`config.mk`:
```
export PLATFORM = sky130hd
export DESIGN_NAME = audio_dma_fifo_controller
export DESIGN_NICKNAME = d
export VERILOG_FILES = /design/src/hdl/adf_pkg.sv /design/src/hdl/adf_divider.sv /design/src/hdl/audio_dma_fifo_controller.sv
export SDC_FILE = /design/constraint.sdc
export NUM_CORES = 1
export LEC_CHECK = 0
export ABC_AREA = 1
export BUFFER_PORTS_ARGS = -buffer_cell sky130_fd_sc_hd__buf_2
export CORE_MARGIN = 2
export CORE_UTILIZATION = 45
export CTS_CLUSTER_DIAMETER = 200
export DETAILED_ROUTE_END_ITERATION = 10
export SETUP_SLACK_MARGIN = 0.5
export SYNTH_ARGS = -nofsm -noshare
export SYNTH_HDL_FRONTEND = slang
export SYNTH_SLANG_ARGS = --single-unit
```
`constraint.sdc`:
```
create_clock -name clk -period 10.5 [get_ports clk]
set_input_delay 2.1 -clock clk [delete_from_list [all_inputs] [get_ports clk]]
set_output_delay 2.1 -clock clk [all_outputs]
set_load 0.02 [all_outputs]
```
`src/hdl/adf_pkg.sv`:
```
// ============================================================================
// adf_pkg: shared definitions for the audio DMA queue controller
// Request kinds, register indexes, field masks, clock constants and the
// status bundle of the shared divider.
// ============================================================================
package adf_pkg;

    // Queue geometry
    localparam int QUEUE_DEPTH = 2;
    localparam int COUNT_W     = $clog2(QUEUE_DEPTH + 1);
    localparam int SLOT_W      = $clog2(QUEUE_DEPTH);

    // Field widths
    localparam int ADDR_W    = 24;
    localparam int LEN_W     = 18;
    localparam int DACRATE_W = 14;
    localparam int BITRATE_W = 4;
    localparam int SAMPLES_W = LEN_W - 2;

    // Shared divider widths: 26-bit clock constant times 16-bit sample count
    localparam int DIVIDEND_W = 42;
    localparam int DIVISOR_W  = 26;

    // Request kinds
    localparam logic [1:0] KIND_READ  = 2'd0;
    localparam logic [1:0] KIND_WRITE = 2'd1;
    localparam logic [1:0] KIND_TICK  = 2'd2;

    // Register indexes
    localparam logic [2:0] REG_ADDR    = 3'd0;
    localparam logic [2:0] REG_LEN     = 3'd1;
    localparam logic [2:0] REG_CTRL    = 3'd2;
    localparam logic [2:0] REG_STATUS  = 3'd3;
    localparam logic [2:0] REG_DACRATE = 3'd4;
    localparam logic [2:0] REG_BITRATE = 3'd5;

    // Write masks
    localparam logic [ADDR_W-1:0] ADDR_MASK = 24'hFFFFF8;
    localparam logic [LEN_W-1:0]  LEN_MASK  = 18'h3FFF8;

    // Clock constants for the completion countdown
    localparam logic [DIVISOR_W-1:0] DAC_CLOCK  = 26'd48681812;
    localparam logic [DIVISOR_W-1:0] TICK_CLOCK = 26'd62500000;

    // Divider status toward the sequencer
    typedef struct packed {
        logic busy;
        logic done;
    } div_status_t;

endpackage

```
`src/hdl/adf_divider.sv`:
```
// ============================================================================
// adf_divider: iterative restoring divider
// Produces one quotient bit per cycle; done pulses in the cycle after the last
// step, and the quotient holds until the next start.
// ============================================================================
module adf_divider #(
    parameter int DIVIDEND_W = adf_pkg::DIVIDEND_W,
    parameter int DIVISOR_W  = adf_pkg::DIVISOR_W
) (
    input  logic                   clk,
    input  logic                   rst_n,
    input  logic                   start,
    input  logic [DIVIDEND_W-1:0]  dividend,
    input  logic [DIVISOR_W-1:0]   divisor,
    output logic [DIVIDEND_W-1:0]  quotient,
    output adf_pkg::div_status_t   status
);

    localparam int CNT_W = $clog2(DIVIDEND_W + 1);

    logic [DIVIDEND_W-1:0] quo_reg;
    logic [DIVISOR_W-1:0]  rem_reg;
    logic [DIVISOR_W-1:0]  dvs_reg;
    logic [CNT_W-1:0]      cnt_reg;
    logic                  busy_reg;
    logic                  done_reg;

    logic [DIVISOR_W:0]    shifted;
    logic [DIVISOR_W:0]    diff;
    logic                  fits;
    logic [DIVISOR_W-1:0]  rem_next;
    logic [DIVIDEND_W-1:0] quo_next;

    // Shift in the next dividend bit and try the subtraction
    always_comb
    begin
        shifted  = {rem_reg, quo_reg[DIVIDEND_W-1]};
        diff     = shifted - {1'b0, dvs_reg};
        fits     = ~diff[DIVISOR_W];
        rem_next = fits ? diff[DIVISOR_W-1:0] : shifted[DIVISOR_W-1:0];
        quo_next = {quo_reg[DIVIDEND_W-2:0], fits};
    end

    // Step control
    always_ff @(posedge clk or negedge rst_n)
    begin
        if (!rst_n)
        begin
            busy_reg <= 1'b0;
            done_reg <= 1'b0;
            cnt_reg  <= '0;
        end
        else if (start)
        begin
            busy_reg <= 1'b1;
            done_reg <= 1'b0;
            cnt_reg  <= CNT_W'(DIVIDEND_W);
        end
        else if (busy_reg)
        begin
            cnt_reg <= cnt_reg - CNT_W'(1);
            if (cnt_reg == CNT_W'(1))
            begin
                busy_reg <= 1'b0;
                done_reg <= 1'b1;
            end
        end
        else
        begin
            done_reg <= 1'b0;
        end
    end

    // Datapath registers
    always_ff @(posedge clk)
    begin
        if (start)
        begin
            quo_reg <= dividend;
            rem_reg <= '0;
            dvs_reg <= divisor;
        end
        else if (busy_reg)
        begin
            quo_reg <= quo_next;
            rem_reg <= rem_next;
        end
    end

    assign quotient    = quo_reg;
    assign status.busy = busy_reg;
    assign status.done = done_reg;

endmodule

```
`src/hdl/audio_dma_fifo_controller.sv`:
```
// ============================================================================
// audio_dma_fifo_controller: audio register block with a two-entry DMA queue
// Handles register reads, register writes and clock ticks; queues DMA
// entries on length writes and counts down to each entry's completion.
// ============================================================================
//
//  Channel | Handshake          | Payload
//  --------+--------------------+----------------------------------------------
//  input   | in_valid/in_ready  | kind, reg_index, write_data
//  output  | out_valid/out_ready| read_data, irq_raise, irq_clear, dma_start,
//          |                    | dma_address, dma_length
//
//  A request that starts no nonzero-length entry goes via S_OUT to the output
//  register. One that starts such an entry first runs two divisions (42 steps
//  each) on the shared one-bit-per-cycle divider, in S_FREQ and S_COUNT.
//  in_ready is high only while the sequencer is idle; a finished result waits
//  in the output register while the next request is taken. Reset clears the
//  sequencer, out_valid and the register state, and leaves the queue empty.
//
module audio_dma_fifo_controller (
    input  logic                         clk,
    input  logic                         rst_n,
    input  logic                         in_valid,
    output logic                         in_ready,
    input  logic [1:0]                   kind,
    input  logic [2:0]                   reg_index,
    input  logic [31:0]                  write_data,
    output logic                         out_valid,
    input  logic                         out_ready,
    output logic [31:0]                  read_data,
    output logic                         irq_raise,
    output logic                         irq_clear,
    output logic                         dma_start,
    output logic [adf_pkg::ADDR_W-1:0]   dma_address,
    output logic [adf_pkg::LEN_W-1:0]    dma_length
);

    localparam int AW = adf_pkg::ADDR_W;
    localparam int LW = adf_pkg::LEN_W;
    localparam int CW = adf_pkg::COUNT_W;
    localparam int SW = adf_pkg::SLOT_W;
    localparam int NW = adf_pkg::DIVIDEND_W;
    localparam int DW = adf_pkg::DIVISOR_W;

    typedef enum logic [3:0] {
        S_IDLE  = 4'b0001,
        S_FREQ  = 4'b0010,
        S_COUNT = 4'b0100,
        S_OUT   = 4'b1000
    } state_t;

    state_t state_reg;

    // Architectural registers
    logic [AW-1:0]                  addr_reg;
    logic [LW-1:0]                  len_reg;
    logic [31:0]                    ctrl_reg;
    logic                           full_reg;
    logic                           busy_reg;
    logic [adf_pkg::DACRATE_W-1:0]  dacrate_reg;
    logic [adf_pkg::BITRATE_W-1:0]  bitrate_reg;
    logic [SW-1:0]                  rslot_reg;
    logic [SW-1:0]                  wslot_reg;
    logic [CW-1:0]                  count_reg;
    logic [31:0]                    countdown_reg;
    logic [AW-1:0]                  ent_addr_reg [adf_pkg::QUEUE_DEPTH];
    logic [LW-1:0]                  ent_len_reg  [adf_pkg::QUEUE_DEPTH];

    // Next values computed for an accepted request
    logic [AW-1:0]                  addr_next;
    logic [LW-1:0]                  len_next;
    logic [31:0]                    ctrl_next;
    logic                           full_next;
    logic                           busy_next;
    logic [adf_pkg::DACRATE_W-1:0]  dacrate_next;
    logic [adf_pkg::BITRATE_W-1:0]  bitrate_next;
    logic [SW-1:0]                  rslot_next;
    logic [SW-1:0]                  wslot_next;
    logic [CW-1:0]                  count_next;
    logic [31:0]                    countdown_next;

    logic                           ent_we;
    logic [LW-1:0]                  len_wr;
    logic                           do_start;
    logic [AW-1:0]                  start_addr;
    logic [LW-1:0]                  start_len;
    logic                           need_div;
    logic [31:0]                    read_word;

    // Result held while the countdown is computed
    logic [31:0]                    res_read_next;
    logic                           res_raise_next;
    logic                           res_clear_next;
    logic                           res_start_next;
    logic [AW-1:0]                  res_addr_next;
    logic [LW-1:0]                  res_len_next;
    logic [31:0]                    res_read_reg;
    logic                           res_raise_reg;
    logic                           res_clear_reg;
    logic                           res_start_reg;
    logic [AW-1:0]                  res_addr_reg;
    logic [LW-1:0]                  res_len_reg;
    logic [adf_pkg::SAMPLES_W-1:0]  samples_reg;

    // Output register
    logic                           out_valid_reg;
    logic [31:0]                    out_read_reg;
    logic                           out_raise_reg;
    logic                           out_clear_reg;
    logic                           out_start_reg;
    logic [AW-1:0]                  out_addr_reg;
    logic [LW-1:0]                  out_len_reg;

    // Divider hookup
    logic                           div_start;
    logic [NW-1:0]                  div_dividend;
    logic [DW-1:0]                  div_divisor;
    logic [NW-1:0]                  div_quotient;
    adf_pkg::div_status_t           div_stat;

    logic                           accept;
    logic                           out_free;

    assign in_ready = (state_reg == S_IDLE);
    assign accept   = in_valid && in_ready;
    assign out_free = !out_valid_reg || out_ready;

    // Register read mux
    always_comb
    begin
        unique case (reg_index)
            adf_pkg::REG_ADDR:    read_word = {8'd0, addr_reg};
            adf_pkg::REG_LEN:     read_word = full_reg ? {14'd0, len_reg} : 32'd0;
            adf_pkg::REG_CTRL:    read_word = ctrl_reg;
            adf_pkg::REG_STATUS:  read_word = {full_reg, busy_reg, 29'd0, full_reg};
            adf_pkg::REG_DACRATE: read_word = {18'd0, dacrate_reg};
            adf_pkg::REG_BITRATE: read_word = {28'd0, bitrate_reg};
            default:              read_word = 32'd0;
        endcase
    end

    // Work out the effect of one request, apart from a countdown that a division yields
    always_comb
    begin
        addr_next      = addr_reg;
        len_next       = len_reg;
        ctrl_next      = ctrl_reg;
        full_next      = full_reg;
        busy_next      = busy_reg;
        dacrate_next   = dacrate_reg;
        bitrate_next   = bitrate_reg;
        rslot_next     = rslot_reg;
        wslot_next     = wslot_reg;
        count_next     = count_reg;
        countdown_next = countdown_reg;
        ent_we         = 1'b0;
        do_start       = 1'b0;
        need_div       = 1'b0;
        len_wr         = write_data[LW-1:0] & adf_pkg::LEN_MASK;
        res_read_next  = 32'd0;
        res_raise_next = 1'b0;
        res_clear_next = 1'b0;
        res_start_next = 1'b0;
        res_addr_next  = '0;
        res_len_next   = '0;

        case (kind)
            adf_pkg::KIND_READ:
            begin
                res_read_next = read_word;
            end
            adf_pkg::KIND_WRITE:
            begin
                unique case (reg_index)
                    adf_pkg::REG_ADDR:
                        addr_next = write_data[AW-1:0] & adf_pkg::ADDR_MASK;
                    adf_pkg::REG_LEN:
                    begin
                        len_next = len_wr;
                        // Queue an entry unless the queue is full
                        if (count_reg < CW'(adf_pkg::QUEUE_DEPTH))
                        begin
                            ent_we     = 1'b1;
                            wslot_next = wslot_reg + SW'(1);
                            count_next = count_reg + CW'(1);
                            if (count_next == CW'(adf_pkg::QUEUE_DEPTH))
                                full_next = 1'b1;
                            if (!busy_reg)
                            begin
                                full_next = 1'b0;
                                busy_next = 1'b1;
                                do_start  = 1'b1;
                            end
                        end
                    end
                    adf_pkg::REG_CTRL:
                        ctrl_next = write_data;
                    adf_pkg::REG_STATUS:
                        res_clear_next = 1'b1;
                    adf_pkg::REG_DACRATE:
                        dacrate_next = write_data[adf_pkg::DACRATE_W-1:0];
                    adf_pkg::REG_BITRATE:
                        bitrate_next = write_data[adf_pkg::BITRATE_W-1:0];
                    default:
                        ;
                endcase
            end
            adf_pkg::KIND_TICK:
            begin
                // Advance the countdown and retire the entry on expiry
                if (countdown_reg != 32'd0)
                begin
                    countdown_next = countdown_reg - 32'd1;
                    if (countdown_next == 32'd0 && count_reg != '0)
                    begin
                        res_raise_next = 1'b1;
                        rslot_next     = rslot_reg + SW'(1);
                        full_next      = 1'b0;
                        busy_next      = 1'b0;
                        count_next     = count_reg - CW'(1);
                        if (count_next != '0)
                        begin
                            busy_next = 1'b1;
                            do_start  = 1'b1;
                        end
                    end
                end
            end
            default:
                ;
        endcase

        // Pick the head entry, forwarding one queued by this request
        start_addr = ent_addr_reg[rslot_next];
        start_len  = ent_len_reg[rslot_next];
        if (ent_we && wslot_reg == rslot_next)
        begin
            start_addr = addr_reg;
            start_len  = len_wr;
        end

        // Start the head entry; retire a zero-length one at once
        if (do_start)
        begin
            res_start_next = 1'b1;
            res_addr_next  = start_addr;
            res_len_next   = start_len;
            if (start_len != '0)
            begin
                need_div = 1'b1;
            end
            else
            begin
                res_raise_next = 1'b1;
                rslot_next     = rslot_next + SW'(1);
                full_next      = 1'b0;
                busy_next      = 1'b0;
                if (count_next != '0)
                    count_next = count_next - CW'(1);
                if (count_next != '0)
                begin
                    busy_next      = 1'b1;
                    countdown_next = 32'd1;
                end
            end
        end
    end

    // Launch the rate division on accept, then the countdown division
    always_comb
    begin
        div_start    = 1'b0;
        div_dividend = NW'(adf_pkg::DAC_CLOCK);
        div_divisor  = DW'({1'b0, dacrate_reg} + 15'd1);
        if (accept && need_div)
        begin
            div_start = 1'b1;
        end
        else if (state_reg == S_FREQ && div_stat.done)
        begin
            div_start    = 1'b1;
            div_dividend = NW'(adf_pkg::TICK_CLOCK) * NW'(samples_reg);
            div_divisor  = div_quotient[DW-1:0];
        end
    end

    adf_divider #(
        .DIVIDEND_W (NW),
        .DIVISOR_W  (DW)
    ) u_divider (
        .clk      (clk),
        .rst_n    (rst_n),
        .start    (div_start),
        .dividend (div_dividend),
        .divisor  (div_divisor),
        .quotient (div_quotient),
        .status   (div_stat)
    );

    // Sequencer and architectural state
    always_ff @(posedge clk or negedge rst_n)
    begin
        if (!rst_n)
        begin
            state_reg     <= S_IDLE;
            addr_reg      <= '0;
            len_reg       <= '0;
            ctrl_reg      <= '0;
            full_reg      <= 1'b0;
            busy_reg      <= 1'b0;
            dacrate_reg   <= '0;
            bitrate_reg   <= '0;
            rslot_reg     <= '0;
            wslot_reg     <= '0;
            count_reg     <= '0;
            countdown_reg <= '0;
        end
        else
        begin
            unique case (state_reg)
                S_IDLE:
                begin
                    if (accept)
                    begin
                        addr_reg      <= addr_next;
                        len_reg       <= len_next;
                        ctrl_reg      <= ctrl_next;
                        full_reg      <= full_next;
                        busy_reg      <= busy_next;
                        dacrate_reg   <= dacrate_next;
                        bitrate_reg   <= bitrate_next;
                        rslot_reg     <= rslot_next;
                        wslot_reg     <= wslot_next;
                        count_reg     <= count_next;
                        countdown_reg <= countdown_next;
                        state_reg     <= need_div ? S_FREQ : S_OUT;
                    end
                end
                S_FREQ:
                begin
                    if (div_stat.done)
                        state_reg <= S_COUNT;
                end
                S_COUNT:
                begin
                    if (div_stat.done)
                    begin
                        countdown_reg <= div_quotient[31:0];
                        state_reg     <= S_OUT;
                    end
                end
                S_OUT:
                begin
                    if (out_free)
                        state_reg <= S_IDLE;
                end
                default:
                    state_reg <= S_IDLE;
            endcase
        end
    end

    // Queue entries and held result
    always_ff @(posedge clk)
    begin
        if (accept)
        begin
            if (ent_we)
            begin
                ent_addr_reg[wslot_reg] <= addr_reg;
                ent_len_reg[wslot_reg]  <= len_wr;
            end
            samples_reg   <= start_len[LW-1:2];
            res_read_reg  <= res_read_next;
            res_raise_reg <= res_raise_next;
            res_clear_reg <= res_clear_next;
            res_start_reg <= res_start_next;
            res_addr_reg  <= res_addr_next;
            res_len_reg   <= res_len_next;
        end
    end

    // Output register: hold until taken
    always_ff @(posedge clk or negedge rst_n)
    begin
        if (!rst_n)
            out_valid_reg <= 1'b0;
        else if (state_reg == S_OUT && out_free)
            out_valid_reg <= 1'b1;
        else if (out_ready)
            out_valid_reg <= 1'b0;
    end

    always_ff @(posedge clk)
    begin
        if (state_reg == S_OUT && out_free)
        begin
            out_read_reg  <= res_read_reg;
            out_raise_reg <= res_raise_reg;
            out_clear_reg <= res_clear_reg;
            out_start_reg <= res_start_reg;
            out_addr_reg  <= res_addr_reg;
            out_len_reg   <= res_len_reg;
        end
    end

    assign out_valid   = out_valid_reg;
    assign read_data   = out_read_reg;
    assign irq_raise   = out_raise_reg;
    assign irq_clear   = out_clear_reg;
    assign dma_start   = out_start_reg;
    assign dma_address = out_addr_reg;
    assign dma_length  = out_len_reg;

    // Checks
    a_count_bound: assert property (@(posedge clk) disable iff (!rst_n)
        count_reg <= CW'(adf_pkg::QUEUE_DEPTH))
        else $error("entry count exceeds queue depth");

    a_idle_empty: assert property (@(posedge clk) disable iff (!rst_n)
        !busy_reg |-> count_reg == '0)
        else $error("queue holds entries while no transfer is busy");

    a_div_launch: assert property (@(posedge clk) disable iff (!rst_n)
        div_start |-> !div_stat.busy)
        else $error("divider started while still busy");

    a_idle_div: assert property (@(posedge clk) disable iff (!rst_n)
        state_reg == S_IDLE |-> !div_stat.busy)
        else $error("sequencer idle while divider runs");

endmodule
```
# Word-level counts from Yosys, hierarchy flattened
# Memories as Yosys holds them, arrays and structs flattened. A register that Yosys moved wholly into a read port is not among the register bits.
# Cells that the tools add are included.
# Widths: inputs -> output; s select.
[op_classes] order_cmp=1 n_addsub=10 mul=1 bitwise=2 reduce_logical=31 eq_ne=19 mux=90
[ops] operator="$mux 32" count=7
[ops] operator="$pmux 32 s6" count=1
[ops] operator="$mux 42" count=4
[ops] operator="$mux 26" count=3
[ops] operator="$pmux 32 s2" count=1
[ops] operator="$mux 1" count=51
[ops] operator="$mul 21x16->37 const A" count=1
[ops] operator="$mux 18" count=2
[ops] operator="$logic_not 32->1" count=1
[ops] operator="$reduce_bool 32->1" count=1
[ops] operator="$sub 32x1->32 const B" count=1
[ops] operator="$sub 27x26->27" count=1
[ops] operator="$reduce_and 4->1" count=6
[ops] operator="$mux 4" count=5
[ops] operator="$mux 2" count=9
[ops] operator="$reduce_bool 18->1" count=1
[ops] operator="$pmux 4 s4" count=1
[ops] operator="$add 14x1->15 const B" count=1
[ops] operator="$reduce_bool 2->1" count=7
[ops] operator="$mux 6" count=2
[ops] operator="$eq 3x2->1 const B" count=2
[ops] operator="$eq 3x3->1 const B" count=2
[ops] operator="$eq 6x1->1 const B" count=1
[ops] operator="$logic_and 1x1->1" count=6
[ops] operator="other kinds (27)" count=37
[totals] ram_bits=72 ff_bits=380 n_memories=2 out_inout_bits=79
[mem_list] name="ent_addr_reg" words=2 width=21 read_ports=1 rd_clocked_by_memory_dff=1 write_ports=1 line="audio_dma_fifo_controller.sv:66" text="logic [AW-1:0] ent_addr_reg [adf_pkg::QUEUE_DEPTH];"
[mem_list] name="ent_len_reg" words=2 width=15 read_ports=1 rd_clocked_by_memory_dff=0 write_ports=1 line="audio_dma_fifo_controller.sv:67" text="logic [LW-1:0] ent_len_reg [adf_pkg::QUEUE_DEPTH];"

# Longest topological paths before layout
[depth] ltp_word=18 mapped_depth=32 depth_no_buf=29

# Modules after synthesis
# From an unflattened synthesis, not the netlist that was laid out.
[hier_totals] hier_cells=3268 area_unflattened_um2=28603.7
[modules_own_cells] mod="audio_dma_fifo_controller" area_each_um2=22295.1 n_inst=1 cells_per_inst=2386
[modules_own_cells] mod="adf_divider" area_each_um2=6308.6 n_inst=1 cells_per_inst=882

# Worst setup path before layout
# No wires, ideal clock.
[synth_timing] path_type="input -> register" from="input port out_ready" to="memory ent_addr_reg[1][0] (netlist bit) (enable)" path_slack_ps=2600 t_arrival_ps=7469 t_required_ps=10069 path_buffers=0 setup_ps=431 cell_stages=12 cell_sequence="nor2_1 nand4_1 nand3_1 nor2_2 inv_1 nor2_1 inv_1 nor2_1 inv_1 nor2_1 inv_1 nor2_1"
[synth_lines] item="start: declaration" line="audio_dma_fifo_controller.sv:29" text="input logic out_ready,"
[synth_lines] item="end: declaration" line="audio_dma_fifo_controller.sv:66"

# Final worst setup path
[layout_timing] from="register samples_reg[5] (netlist bit)" to="register u_divider.quo_reg[38], in the netlist u_divider.quotient[38], data pin"
[layout_via] elab_chain_len=4
[layout_lines] item="start: declaration" line="audio_dma_fifo_controller.sv:103" text="logic [adf_pkg::SAMPLES_W-1:0] samples_reg;"
[layout_lines] item="start signal: assignment" line="audio_dma_fifo_controller.sv:373" text="samples_reg <= start_len[LW-1:2];"
[layout_lines] item="$mul 21x16->37" line="audio_dma_fifo_controller.sv:282" text="div_dividend = NW'(adf_pkg::TICK_CLOCK) * NW'(samples_reg);"
[layout_lines] item="$mux 42" line="audio_dma_fifo_controller.sv:279" text="else if (state_reg == S_FREQ && div_stat.done)"
[layout_lines] item="$mux 42" line="audio_dma_fifo_controller.sv:275" text="if (accept && need_div)"
[layout_lines] item="$mux 42" line="adf_divider.sv:77" text="if (start)"
[layout_lines] item="end signal: assignment" line="adf_divider.sv:79" text="quo_reg <= dividend;"
[layout_lines] item="end signal: assignment" line="adf_divider.sv:85" text="quo_reg <= quo_next;"
[layout_lines] item="end: declaration" line="adf_divider.sv:21" text="logic [DIVIDEND_W-1:0] quo_reg;"
# No other way between the ends.
# A chain may end at the register's enable or synchronous reset.

==> out/metrics.yaml <==
fin_crit_sh_pct: 64.41
finalHoldViolations: 0
drv_slew: 0
ys_top_cells_by_area: "edfxtp_1, dfrtp_1, nand2_1"
n_fill_cell: 5756
syn_area_per_cell_um2: 9.166
min_path_type: "reg2reg"
clock_sinks: 460
dr.first_iter.drc_count: 1540
drc: 0
synthTopCellsByCount: "nand2_1, inv_1, edfxtp_1, nor2_1, o21ai_0"
worstSetupPathType: "reg2reg"
synth_top_area_share_pct: 31.47
drt_first_pass_iters: 6
core_um2: 61940
clk_latency_ns: 0.63
place.gp.congestion: 0.9349
ys_types: 59
initial_utilization_pct: 45.76
finalSetupViolations: 0
post-place-ws_ns: 3.486
grt_pass1_vias: 20790
cts_buffer_depth: 3
relSlewSlack_pct: 22.18
tightest_slew_ns: 1.164
grt_pass1_wl_mm: 118.5
ys_seq_elements: 460
rsz0062_at_grt: "no"
yosysSeqAreaShare_pct: 45.41
antenna_found_initial: 2
fin_nets: 3530
yosysMostFrequentCell: "nand2_1"
num_rows: 91
worst_slack_ns: 3.737
cts_tree: "built"
cts_made_buffers: 50
required_ns: 10.83
diodes: 0
tns_ns: 0
arrival_ns: 7.09
path_clk_slew_ns: 0.07
cts_setup_buffers: 0
num_vias: 21060
ys.flop_type: "edfxtp_1"
die_w_um: 255.0
drive_above_1_share_pct: 10.83
io_pins: 120
antenna_left: 0
synthArstFlopShare_pct: 29.78
startpoint_type: "flip-flop"
cts_resized: 0
overflow: 0
die_h_um: 255.0
cts_root_buffer: "clkbuf_16"
syn-instance-count: 3092
wire_per_inst_um: 18.80
fin_worst_skew_ns: 0.06490
h-tree-depth: 2
viasPerCell: 5.185
yosys.area.top_type: "edfxtp_1"
ys_warn_count: 0
portBuffers: 113
max_cap_viol_count: 0
fmax_mhz: 147.9
cp_max_fo: 8
final_util_pct: 50.77
drt_wl_total_mm: 76.34
grt_max_degree: 78
synth_enable_flop_cells: 297
hpwl_mm: 56.57
area_growth_pct: 10.97
synth_area_um2: 28340
cp-end-kind: "flip-flop"
period_needed_ns: 6.763
die_area_um2: 65000
grt_usage_pct: 23.81
status: "completed"
ctsHoldBuffers: 0
[final cells by class]
type | count | area (um2) | share of cell area, %
clock inverter | 25 | 362.8 | 1.154
multi-input combinational | 2065 | 13250 | 42.13
tap | 837 | 1047 | 3.330
sequential | 460 | 12870 | 40.92
timing repair buffer | 136 | 744.5 | 2.367
clock buffer | 69 | 1415 | 4.500
inverter | 469 | 1760 | 5.598
[stage by stage]
stage	instances	area (um2)	hold WS, ns
6_report	4061	31450	0.4199
5_1_grt	4061	31450	0.4245
4_1_cts	4061	31450	0.4197
3_5_place_dp	3967	29670	0.4045
3_3_place_gp	3967	29670	0.4036
2_1_floorplan	3097	28360	0.4003
[final timing paths]
path,start,to,slack (ns),cells after the start
setup / recovery,samples_reg[5]$_DFFE_PP_,u_divider.quotient[38]$_DFFE_PP_,3.74,27
hold / removal,res_raise_reg$_DFFE_PP_,irq_raise$_DFFE_PP_,0.42,0
setup reg to reg,samples_reg[5]$_DFFE_PP_,u_divider.quotient[38]$_DFFE_PP_,3.74,27
hold reg to reg,res_raise_reg$_DFFE_PP_,irq_raise$_DFFE_PP_,0.42,0
max in group asynchronous,rst_n,u_divider.cnt_reg[3]$_DFFE_PN0P_,7.54,2
min in group asynchronous,rst_n,ctrl_reg[26]$_DFFE_PN0P_,1.47,1
[critical path: stages (launching register included)]
cell,delay (ns)
edfxtp_1,0.57
inv_1,0.14
ha_1,0.39
inv_1,0.10
fa_1,0.50
fa_1,0.51
inv_1,0.05
fa_1,0.46
fa_1,0.54
inv_1,0.05
fa_1,0.47
ha_1,0.35
nand2_1,0.07
o21ai_0,0.29
inv_1,0.07
o21ai_0,0.33
nand2_1,0.09
nand2_1,0.13
inv_1,0.05
o21ai_0,0.25
inv_1,0.06
o21ai_0,0.25
nand3_1,0.11
nand2_1,0.10
a21boi_0,0.11
or2_2,0.29
nand3_1,0.07
nand2_1,0.06
[cell usage in the layout, fill, tap and decap left out, types with 18 or more instances in the layout]
cell / Yosys / final
o21ai_1: 21 / 21
clkbuf_16: 0 / 52
dfxtp_1: 26 / 26
buf_2: 9 / 112
nand4_1: 18 / 18
nor3_1: 21 / 18
o21ai_0: 194 / 193
fa_1: 123 / 123
or2_2: 24 / 24
mux2_2: 25 / 25
nand3_1: 111 / 110
nor2_2: 22 / 22
a21oi_1: 169 / 169
nor2_1: 245 / 240
nand2_1: 725 / 724
a31oi_1: 25 / 25
inv_1: 459 / 459
xor2_1: 28 / 28
ha_1: 184 / 184
buf_4: 7 / 23
dfrtp_1: 136 / 136
edfxtp_1: 297 / 297
[cells by family (layout without fill, tap and decap cells)]
kind of cell / count (synthesis) / after routing / share of synthesized area, %
AOI/OAI and AO/OA: 477 / 477 / 9.351
DFF: 460 / 460 / 45.41
adders and majority gates: 307 / 307 / 16.81
muxes: 25 / 25 / 0.9933
and+or+nand+nor: 1209 / 1209 / 18.03
xor gates and xnor gates: 41 / 41 / 1.267
buffers and inverters: 572 / 699 / 8.132
other: 1 / 6 / 0.01323
[routing by layer]
| layer | wire length (um) | up-vias | global-route usage [%] |
|---|---|---|---|
| met3 | 3898 | 137 | 3.651 |
| met1 | 35210 | 10100 | 33.66 |
| met4 | 3187 | 4 | 10.01 |
| met5 | 25 | - | 0 |
| met2 | 34020 | 561 | 36.61 |
| li1 | - | 10260 | - |
Power is left out: the tool's default activity adds up to more than one toggle a clock period on the data nets, which glitch-free logic cannot reach.
